### config.mk
export PLATFORM = sky130hd
export DESIGN_NAME = scan_code_to_character_decoder_top
export DESIGN_NICKNAME = d
export VERILOG_FILES = /design/src/hw/rtl/scd_pkg.sv /design/src/hw/rtl/scan_code_to_character_decoder_top.sv
export VERILOG_INCLUDE_DIRS = /design/src /design/src/hw/rtl
export SDC_FILE = /design/constraint.sdc
export NUM_CORES = 1
export LEC_CHECK = 0
export CORE_MARGIN = 2
export CORE_UTILIZATION = 53
export DETAILED_ROUTE_END_ITERATION = 8
export DONT_BUFFER_PORTS = 1
export PLACE_DENSITY = 0.75
export SETUP_SLACK_MARGIN = 0.02
export SKIP_CTS_REPAIR_TIMING = 1
export SYNTH_ARGS = -nofsm -noshare
export SYNTH_HDL_FRONTEND = slang
export SYNTH_SLANG_ARGS = --single-unit
### constraint.sdc
create_clock -name clk -period 5.65 [get_ports clk]
set_clock_uncertainty 0.05 [all_clocks]
set_input_delay 0 -clock clk [delete_from_list [all_inputs] [get_ports clk]]
set_output_delay 0 -clock clk [all_outputs]
set_load 0.005 [all_outputs]
### src/hw/rtl/scan_code_to_character_decoder_top_assert.svh
// Assertion macros for the scan code decoder.
// Expects clk and arst_n to be in scope where the macros are used.
`ifndef SCAN_CODE_TO_CHARACTER_DECODER_TOP_ASSERT_SVH
`define SCAN_CODE_TO_CHARACTER_DECODER_TOP_ASSERT_SVH

// checked on every rising edge once out of reset
`define SCD_ASSERT(lbl, prop, msg) \
	lbl: assert property (@(posedge clk) disable iff (!arst_n) (prop)) else $error(msg);

// checked on every rising edge, reset included
`define SCD_ASSERT_ALWAYS(lbl, prop, msg) \
	lbl: assert property (@(posedge clk) (prop)) else $error(msg);

`endif

### src/hw/rtl/scd_pkg.sv
// Shared types, codes and key tables for the scan code decoder.
// No dependencies.
package scd_pkg;

	typedef enum logic [2:0] {
		EV_CHAR    = 3'd0,
		EV_MEMORY  = 3'd1,
		EV_TASKS   = 3'd2,
		EV_VERSION = 3'd3,
		EV_REBOOT  = 3'd4
	} event_kind_t;

	typedef enum logic [1:0] {
		PRE_NONE = 2'd0,
		PRE_E0   = 2'd1,
		PRE_E1   = 2'd2
	} prefix_t;

	// modifier bit positions
	localparam int unsigned MOD_W     = 6;
	localparam int unsigned MOD_SHIFT = 0;
	localparam int unsigned MOD_CTRL  = 1;
	localparam int unsigned MOD_LALT  = 2;
	localparam int unsigned MOD_RALT  = 3;
	localparam int unsigned MOD_NUM   = 4;
	localparam int unsigned MOD_CAPS  = 5;

	// scan codes with a role of their own
	localparam logic [7:0] SC_PFX_E0    = 8'hE0;
	localparam logic [7:0] SC_PFX_E1    = 8'hE1;
	localparam logic [7:0] SC_BREAK     = 8'h80;
	localparam logic [7:0] SC_LSHIFT    = 8'h2A;
	localparam logic [7:0] SC_RSHIFT    = 8'h36;
	localparam logic [7:0] SC_CTRL      = 8'h1D;
	localparam logic [7:0] SC_ALT       = 8'h38;
	localparam logic [7:0] SC_CAPS      = 8'h3A;
	localparam logic [7:0] SC_NUM       = 8'h45;
	localparam logic [7:0] SC_DEL       = 8'h53;
	localparam logic [7:0] SC_SPACE     = 8'h39;
	localparam logic [7:0] SC_BACKSLASH = 8'h56;

	function automatic logic is_char_key(input logic [7:0] c);
		logic r;
		if (c >= 8'h01 && c <= 8'h35)
			r = (c != SC_CTRL) && (c != SC_LSHIFT);
		else
			r = (c == SC_SPACE) || (c == SC_BACKSLASH);
		return r;
	endfunction

	// unshifted UK layout
	function automatic logic [7:0] plain_lut(input logic [6:0] c);
		logic [7:0] r;
		case (c)
			7'h01: r = 8'h1B;
			7'h02: r = 8'h31; 7'h03: r = 8'h32; 7'h04: r = 8'h33; 7'h05: r = 8'h34;
			7'h06: r = 8'h35; 7'h07: r = 8'h36; 7'h08: r = 8'h37; 7'h09: r = 8'h38;
			7'h0A: r = 8'h39; 7'h0B: r = 8'h30; 7'h0C: r = 8'h2D; 7'h0D: r = 8'h3D;
			7'h0E: r = 8'h08; 7'h0F: r = 8'h09;
			7'h10: r = 8'h71; 7'h11: r = 8'h77; 7'h12: r = 8'h65; 7'h13: r = 8'h72;
			7'h14: r = 8'h74; 7'h15: r = 8'h79; 7'h16: r = 8'h75; 7'h17: r = 8'h69;
			7'h18: r = 8'h6F; 7'h19: r = 8'h70; 7'h1A: r = 8'h5B; 7'h1B: r = 8'h5D;
			7'h1C: r = 8'h0A;
			7'h1E: r = 8'h61; 7'h1F: r = 8'h73; 7'h20: r = 8'h64; 7'h21: r = 8'h66;
			7'h22: r = 8'h67; 7'h23: r = 8'h68; 7'h24: r = 8'h6A; 7'h25: r = 8'h6B;
			7'h26: r = 8'h6C; 7'h27: r = 8'h3B; 7'h28: r = 8'h27; 7'h29: r = 8'h60;
			7'h2B: r = 8'h23;
			7'h2C: r = 8'h7A; 7'h2D: r = 8'h78; 7'h2E: r = 8'h63; 7'h2F: r = 8'h76;
			7'h30: r = 8'h62; 7'h31: r = 8'h6E; 7'h32: r = 8'h6D; 7'h33: r = 8'h2C;
			7'h34: r = 8'h2E; 7'h35: r = 8'h2F;
			7'h39: r = 8'h20;
			7'h56: r = 8'h5C;
			default: r = 8'h00;
		endcase
		return r;
	endfunction

	// shifted UK layout, pound and not sign as Latin-1
	function automatic logic [7:0] shift_lut(input logic [6:0] c);
		logic [7:0] r;
		case (c)
			7'h01: r = 8'h1B;
			7'h02: r = 8'h21; 7'h03: r = 8'h22; 7'h04: r = 8'hA3; 7'h05: r = 8'h24;
			7'h06: r = 8'h25; 7'h07: r = 8'h5E; 7'h08: r = 8'h26; 7'h09: r = 8'h2A;
			7'h0A: r = 8'h28; 7'h0B: r = 8'h29; 7'h0C: r = 8'h5F; 7'h0D: r = 8'h2B;
			7'h0E: r = 8'h08; 7'h0F: r = 8'h09;
			7'h10: r = 8'h51; 7'h11: r = 8'h57; 7'h12: r = 8'h45; 7'h13: r = 8'h52;
			7'h14: r = 8'h54; 7'h15: r = 8'h59; 7'h16: r = 8'h55; 7'h17: r = 8'h49;
			7'h18: r = 8'h4F; 7'h19: r = 8'h50; 7'h1A: r = 8'h7B; 7'h1B: r = 8'h7D;
			7'h1C: r = 8'h0A;
			7'h1E: r = 8'h41; 7'h1F: r = 8'h53; 7'h20: r = 8'h44; 7'h21: r = 8'h46;
			7'h22: r = 8'h47; 7'h23: r = 8'h48; 7'h24: r = 8'h4A; 7'h25: r = 8'h4B;
			7'h26: r = 8'h4C; 7'h27: r = 8'h3A; 7'h28: r = 8'h40; 7'h29: r = 8'hAC;
			7'h2B: r = 8'h7E;
			7'h2C: r = 8'h5A; 7'h2D: r = 8'h58; 7'h2E: r = 8'h43; 7'h2F: r = 8'h56;
			7'h30: r = 8'h42; 7'h31: r = 8'h4E; 7'h32: r = 8'h4D; 7'h33: r = 8'h3C;
			7'h34: r = 8'h3E; 7'h35: r = 8'h3F;
			7'h39: r = 8'h20;
			7'h56: r = 8'h7C;
			default: r = 8'h00;
		endcase
		return r;
	endfunction

endpackage

### src/hw/rtl/scan_code_to_character_decoder_top.sv
// Scan code decoder: input register, one pass of decode logic, result register.
// An accepted code passes the input register, then the result register; one code per cycle while out_stall is low.
// The throughput is set by the single decode pass between input and result registers.
// A code that gives no result still passes the decode stage and updates the state.
// arst_n clears prefix, modifiers and both valid flags; payloads are not reset.
// Depends on scd_pkg and scan_code_to_character_decoder_top_assert.svh.
`include "scan_code_to_character_decoder_top_assert.svh"

module scan_code_to_character_decoder_top (
	input  logic                clk,
	input  logic                arst_n,
	input  logic                in_valid,
	output logic                in_stall,
	input  logic [7:0]          scan_code,
	output logic                out_valid,
	input  logic                out_stall,
	output scd_pkg::event_kind_t event_kind,
	output logic [7:0]          character,
	output logic [scd_pkg::MOD_W-1:0] modifier_flags
);
	import scd_pkg::*;

	logic             valid_s1;
	logic [7:0]       code_s1;
	prefix_t          prefix_q;
	logic [MOD_W-1:0] mods_q;

	logic             out_free;
	logic             fire;
	logic             in_accept;

	prefix_t          prefix_d;
	logic [MOD_W-1:0] mods_d;
	logic             has_res;
	event_kind_t      kind_d;
	logic [7:0]       char_d;
	logic [7:0]       lut_ch;
	logic             brk;

	// handshake: output slot frees when empty or taken
	assign out_free  = !out_valid || !out_stall;
	assign fire      = valid_s1 && out_free;
	assign in_stall  = valid_s1 && !out_free;
	assign in_accept = in_valid && !in_stall;

	// input register
	always_ff @(posedge clk or negedge arst_n) begin
		if (!arst_n) begin
			valid_s1 <= 1'b0;
		end else if (in_accept) begin
			valid_s1 <= 1'b1;
		end else if (fire) begin
			valid_s1 <= 1'b0;
		end
	end

	always_ff @(posedge clk) begin
		if (in_accept) begin
			code_s1 <= scan_code;
		end
	end

	// decode
	assign brk    = (code_s1 & SC_BREAK) != 8'h00;
	assign lut_ch = (mods_q[MOD_SHIFT] ^ mods_q[MOD_CAPS]) ? shift_lut(code_s1[6:0])
	                                                       : plain_lut(code_s1[6:0]);

	always_comb begin
		prefix_d = PRE_NONE;
		mods_d   = mods_q;
		has_res  = 1'b0;
		kind_d   = EV_CHAR;
		char_d   = 8'h00;
		if (code_s1 == SC_PFX_E0) begin
			prefix_d = PRE_E0;
		end else if (code_s1 == SC_PFX_E1) begin
			prefix_d = PRE_E1;
		end else if (is_char_key(code_s1)) begin
			if (mods_q[MOD_CTRL]) begin
				// hotkeys, either case
				if (lut_ch == 8'h6D || lut_ch == 8'h4D) begin
					has_res = 1'b1;
					kind_d  = EV_MEMORY;
				end else if (lut_ch == 8'h70 || lut_ch == 8'h50) begin
					has_res = 1'b1;
					kind_d  = EV_TASKS;
				end else if (lut_ch == 8'h76 || lut_ch == 8'h56) begin
					has_res = 1'b1;
					kind_d  = EV_VERSION;
				end
			end else begin
				has_res = 1'b1;
				char_d  = lut_ch;
			end
		end else if (code_s1[6:0] == SC_LSHIFT[6:0] || code_s1[6:0] == SC_RSHIFT[6:0]) begin
			mods_d[MOD_SHIFT] = !brk;
		end else if (code_s1[6:0] == SC_CTRL[6:0]) begin
			mods_d[MOD_CTRL] = !brk;
		end else if (code_s1[6:0] == SC_ALT[6:0]) begin
			if (prefix_q == PRE_E0)
				mods_d[MOD_RALT] = !brk;
			else
				mods_d[MOD_LALT] = !brk;
		end else if (code_s1 == SC_CAPS) begin
			mods_d[MOD_CAPS] = !mods_q[MOD_CAPS];
		end else if (code_s1 == SC_NUM) begin
			mods_d[MOD_NUM] = !mods_q[MOD_NUM];
		end else if (code_s1 == SC_DEL) begin
			if (mods_q[MOD_CTRL] && (mods_q[MOD_LALT] || mods_q[MOD_RALT])) begin
				has_res = 1'b1;
				kind_d  = EV_REBOOT;
			end
		end
	end

	// decoder state, advanced as each beat leaves stage 1
	always_ff @(posedge clk or negedge arst_n) begin
		if (!arst_n) begin
			prefix_q <= PRE_NONE;
			mods_q   <= '0;
		end else if (fire) begin
			prefix_q <= prefix_d;
			mods_q   <= mods_d;
		end
	end

	// result register
	always_ff @(posedge clk or negedge arst_n) begin
		if (!arst_n) begin
			out_valid <= 1'b0;
		end else if (out_free) begin
			out_valid <= fire && has_res;
		end
	end

	always_ff @(posedge clk) begin
		if (fire && has_res) begin
			event_kind     <= kind_d;
			character      <= char_d;
			modifier_flags <= mods_d;
		end
	end

	// checks
	`SCD_ASSERT(a_reboot_mods, (out_valid && event_kind == EV_REBOOT) |-> (modifier_flags[MOD_CTRL] && (modifier_flags[MOD_LALT] || modifier_flags[MOD_RALT])), "reboot without ctrl and alt")
	`SCD_ASSERT(a_event_no_char, (out_valid && event_kind != EV_CHAR) |-> (character == 8'h00), "event beat carries a character")
	`SCD_ASSERT(a_char_no_ctrl, (out_valid && event_kind == EV_CHAR) |-> !modifier_flags[MOD_CTRL], "character emitted with ctrl held")
	`SCD_ASSERT(a_prefix_no_beat, (fire && (code_s1 == SC_PFX_E0 || code_s1 == SC_PFX_E1)) |=> (prefix_q != PRE_NONE), "prefix byte not remembered")
	`SCD_ASSERT_ALWAYS(a_reset_idle, !arst_n |-> (!out_valid && !valid_s1), "beat pending in reset")

endmodule
# After elaboration in Yosys (flattened, before gate mapping)
# Memories as Yosys holds them, arrays and structs flattened. A register that Yosys moved wholly into a read port is not among the register bits.
# Cells that the tools add are included.
# word_totals
ff_bits,35
latchBits,0
ramBits,0
romBits,1920
in_bits,12
output_inout_bits,19
n_memories,2
# op_classes
add_sub_neg,0
n_mul,0
div_mod_pow,0
order_cmp,2
n_eq_ne,20
n_shift,0
mux,50
bitwise,2
n_reduce_logical,24
# mem_list
memory,words,word_bits,rd,rd_ports_with_merged_regs,wr,line,text
(name not given),128,8,1,1,0,scd_pkg.sv:81,case (c)
(name not given),128,7,1,1,0,scd_pkg.sv:54,case (c)
# ops
operator,n
"equality test 8 x 7 -> 1 bit, second input constant",9
2-to-1 mux 1 bit,26
2-to-1 mux 3 bit,8
"equality test 7 x 6 -> 1 bit, second input constant",3
2-to-1 mux 6 bit,3
"equality test 8 x 6 -> 1 bit, second input constant",2
"equality test 8 bit, second input constant",2
2-to-1 mux 2 bit,8
2-to-1 mux 7 bit,2
"greater-or-equal comparator 8 x 1 -> 1 bit, second input constant",1
"less-or-equal comparator 8 x 6 -> 1 bit, second input constant",1
2-to-1 mux 8 bit,1
"!= test 8 x 5 -> 1 bit, second input constant",1
"!= test 8 x 6 -> 1 bit, second input constant",1
"equality test 7 x 5 -> 1 bit, second input constant",1
logical AND 1 bit,7
zero test 1 bit,7
logical OR 1 bit,7
2-to-1 mux 5 bit,1
2-to-1 mux 4 bit,1
OR reduction 4 bit,1
"equality test 2 x 1 -> 1 bit, second input constant",1
nonzero test 2 bit,1
OR reduction 2 bit,1
other kinds (2),2

# Logic depth before layout (Yosys ltp)
# logic_depth
ltp_word,13
depth_mapped,13

# Worst setup path before layout
# OpenSTA, ideal clock, no wires.
# synth_path
path_type,reg2reg
start,reg code_s1[2]
end,reg character[0] (enable)
arrival_ns,2.309
t_required_ns,5.208
setup_slack_ns,2.898
path_stages_with_launch,7
synth_period_minus_slack_ns,2.752
cell_sequence,edfxtp_1 nand2b_1 or4_1 o32ai_1 a31oi_1 o21ai_1 nor2b_1
# synth_between
elab_chain_cells,11
# synth_lines
element,line,text
from (decl),scan_code_to_character_decoder_top.sv:24,logic [7:0] code_s1;
from (signal assigned),scan_code_to_character_decoder_top.sv:59,code_s1 <= scan_code;
equality test 8 x 7 -> 1 bit,scan_code_to_character_decoder_top.sv:108,end else if (code_s1 == SC_DEL) begin
2-to-1 mux 1 bit,scan_code_to_character_decoder_top.sv:108,
2-to-1 mux 1 bit,scan_code_to_character_decoder_top.sv:106,end else if (code_s1 == SC_NUM) begin
2-to-1 mux 1 bit,scan_code_to_character_decoder_top.sv:104,end else if (code_s1 == SC_CAPS) begin
2-to-1 mux 1 bit,scan_code_to_character_decoder_top.sv:99,end else if (code_s1[6:0] == SC_ALT[6:0]) begin
2-to-1 mux 1 bit,scan_code_to_character_decoder_top.sv:97,end else if (code_s1[6:0] == SC_CTRL[6:0]) begin
2-to-1 mux 1 bit,scan_code_to_character_decoder_top.sv:95,end else if (code_s1[6:0] == SC_LSHIFT[6:0] || code_s1[6:0] == SC_RSHIFT[6:0]) begin
2-to-1 mux 1 bit,scan_code_to_character_decoder_top.sv:78,end else if (is_char_key(code_s1)) begin
2-to-1 mux 1 bit,scan_code_to_character_decoder_top.sv:76,end else if (code_s1 == SC_PFX_E1) begin
2-to-1 mux 1 bit *,scan_code_to_character_decoder_top.sv:74,if (code_s1 == SC_PFX_E0) begin
logical AND 1 bit *,scan_code_to_character_decoder_top.sv:137,if (fire && has_res) begin
to (signal assigned),scan_code_to_character_decoder_top.sv:139,character <= char_d;
to (decl),scan_code_to_character_decoder_top.sv:18,"output logic [7:0] character,"
# Mark *: on every way between the ends. The rest lies on a longest branch, timed or not. The select of a mux whose other input is x is not followed.
# A chain may end at the register's enable or synchronous reset.

==> impl_metrics.ini <==
[outcome]
status = finished clean

[power]
p_leak_nw = 1.43
switching_share_pct = 32.7
seq_power_share_pct = 47.3
combPwrFrac_pct = 24.8
p_per_area_nw_per_um2 = 235
p_switching_w = 0.000302
internal-power_w = 0.000623
peakVddDrop_uv = 105
power.share.clock_pct = 27.9

[sta]
finalWorstSetupSlack_ns = 2.08
fin_crit_ns = 3.57
finalSetupViolCount = 0
period_share_pct = 63.2
slew_headroom_pct = 30.8
fin_tns_setup_ns = 0
grt_setup_unrepaired = no
final_hold_viol_count = 0
slew_viol_final = 0
max_freq_mhz = 280
tightest_slew_ns = 1.04

[detailed_routing]
dr.pass1.iters = 5
routed_wl_um = 11000
drt_iter0_markers = 379
avgRoutedWirePerCell_um = 21.0
drc = 0
viasPerCell = 6.87
route.vias.total = 3580
ant_nets = 0

[clock_tree]
numCtsBuffers = 5
clk_path_buf_depth = 2
h-tree-depth = 2
clk_pin_slew_ns = 0.10
clk_latency_ns = 0.30
cts-root-buf = clkbuf_8
clkSinkCount = 50
cts_tree = yes

[die]
core_um2 = 6790
start_util_pct = 54.9
io_pins = 31
row_count = 30
die_y_um = 87.9
die_area_um2 = 7720
die_w_um = 87.9

[final_layout]
finalCoreUtilization_pct = 58.0
num-nets-final = 449
syn2layout_area_growth_pct = 5.77
diodes = 0
stdcell_area_um2 = 3940
drive_above_1_share_pct = 8.00

[synthesis]
synth.distinct_cells = 81
synth_top_area_share_pct = 20.1
yosys-top-cells-area = edfxtp_1, dfxtp_1, dfrtp_1, nand2_1, ha_1
synthFlopType = edfxtp_1
synth-seq-cells = 50
synth-seq-area-share_pct = 34.9
syn_area_per_cell_um2 = 8.61
synthTopCellsByCount = nand2_1, a21oi_1, o21ai_0
syn_nets = 458
yosys_warnings = 0
syn_area_um2 = 3730
synth_enable_flop_cells = 25
synthArstFlopShare_pct = 20.0
synth.most_common_cell = nand2_1
postSynthCellCount = 433
yosysTopAreaCell = edfxtp_1

[critical_path]
critical_path_arrival_ns = 3.75
cp_max_fo = 28
critPathBufInv = 2
crit_family = compound AO/OA/AOI/OAI gates
crit_path_start_kind = flop
cp_slowest_cell = inv_2
worst_setup_path_end_kind = flop
crit_chain = nand3_2 -> nand2_1 -> inv_2 -> o22ai_4 -> inv_2 -> ha_1 -> a21boi_1 -> nor2_1 -> a211o_1 -> o211ai_1
critPathMostFrequentCell = inv_2
cpPeakStageDelay_ns = 0.52
critPathRequiredTime_ns = 5.83
critPathKind = reg2reg

[global_route]
grt_use_total_pct = 29.4
grt_max_degree = 29
antenna_found_initial = 0
grt_pass1_wl_um = 17500
grt_pass1_vias = 3228
grt.overflow.total = 0

[place]
placedInstanceArea_um2 = 3720
detailed_place_hpwl_um = 7860
port_buffers = 0
gp_congestion = 1.01
place_ws_ns = 2.22

[job]
timing.max_cap.violations = 0

[min_path]
hold_class = in2reg
worst paths after layout:
check	startpoint	end	slack, ns	cells after the start
max in group asynchronous	arst_n	mods_q[5]$_DFFE_PN0P_	5.19	1
hold reg to reg	mods_q[4]$_DFFE_PN0P_	mods_q[4]$_DFFE_PN0P_	0.45	1
setup reg to reg	out_valid$_DFFE_PN0P_	flop	2.08	10
min in group asynchronous	arst_n	out_valid$_DFFE_PN0P_	0.03	1
hold / removal	scan_code[6]	flop	0.003	3
setup / recovery	out_valid$_DFFE_PN0P_	flop	2.08	10
power groups by stage:
stage	Combinational [W]	Sequential [W]	Clock, W
after floorplan	0.000176	0.000429	0
after global placement	0.000214	0.000444	0
after detailed placement	0.000213	0.000445	0
after CTS	0.000214	0.000437	0.000261
after global routing	0.000249	0.000442	0.000279
final	0.000230	0.000438	0.000258
layout make-up:
class | instances | area, um^2
clock buffers | 5 | 68.8
clock inverters | 3 | 43.8
well taps | 96 | 120
flip-flops and latches | 50 | 1300
repair buffers | 12 | 118
fillers | 596 | 2850
inverters | 20 | 75.1
multi-input cells | 335 | 2220
routing by layer:
| layer | share of wire [%] | up-vias | global-route usage, % |
|---|---|---|---|
| met5 | 0 | - | 0 |
| li1 | - | 1609 | - |
| met3 | 9.8 | 40 | 4.71 |
| met2 | 46 | 250 | 45.4 |
| met4 | 3.8 | 0 | 12.4 |
| met1 | 41 | 1681 | 40.9 |
cells by family after synthesis:
logic type | Yosys count | share of synthesized area (%)
compound gates | 135 | 26.1
xor+xnor | 8 | 1.88
fa+ha+maj | 13 | 4.36
buf+inv | 48 | 5.64
flops | 50 | 34.9
mux | 12 | 3.83
simple gates | 167 | 23.3
stage by stage:
stage | std cells | hold WS (ns) | total power, W
CTS | 510 | -0.675 | 0.000912
global placement | 502 | -0.345 | 0.000659
detailed placement | 502 | -0.345 | 0.000658
floorplan | 433 | -0.346 | 0.000604
finish | 521 | 0.00311 | 0.000925
global route | 521 | 0.000674 | 0.000971
layout by cell type, fill, tap and decap left out, types with 4 or more instances in the layout:
cell	instances
nor4_1	4
nand2_1	60
o211ai_1	6
mux2_2	5
a41oi_1	5
inv_1	16
nand2b_1	10
edfxtp_1	25
a21oi_1	27
mux2i_1	5
dfxtp_1	15
clkbuf_8	5
or4_1	4
ha_1	13
xor2_1	4
o21ai_0	26
nor2_1	22
dfrtp_1	10
nor2b_1	4
o31ai_1	4
a211oi_1	4
nand4_1	14
nand3_1	15
dlygate4sd3_1	11
nor3_1	8
xnor2_1	4
a31oi_1	9
worst register-to-register path, stage by stage, from the launching register on:
cell,delay [ns]
dfrtp_1,0.48
nand3_2,0.27
nand2_1,0.35
inv_2,0.52
o22ai_4,0.18
inv_2,0.22
ha_1,0.28
a21boi_1,0.52
nor2_1,0.25
a211o_1,0.29
o211ai_1,0.08
No activity file was read; power rests on OpenSTA's default activity.
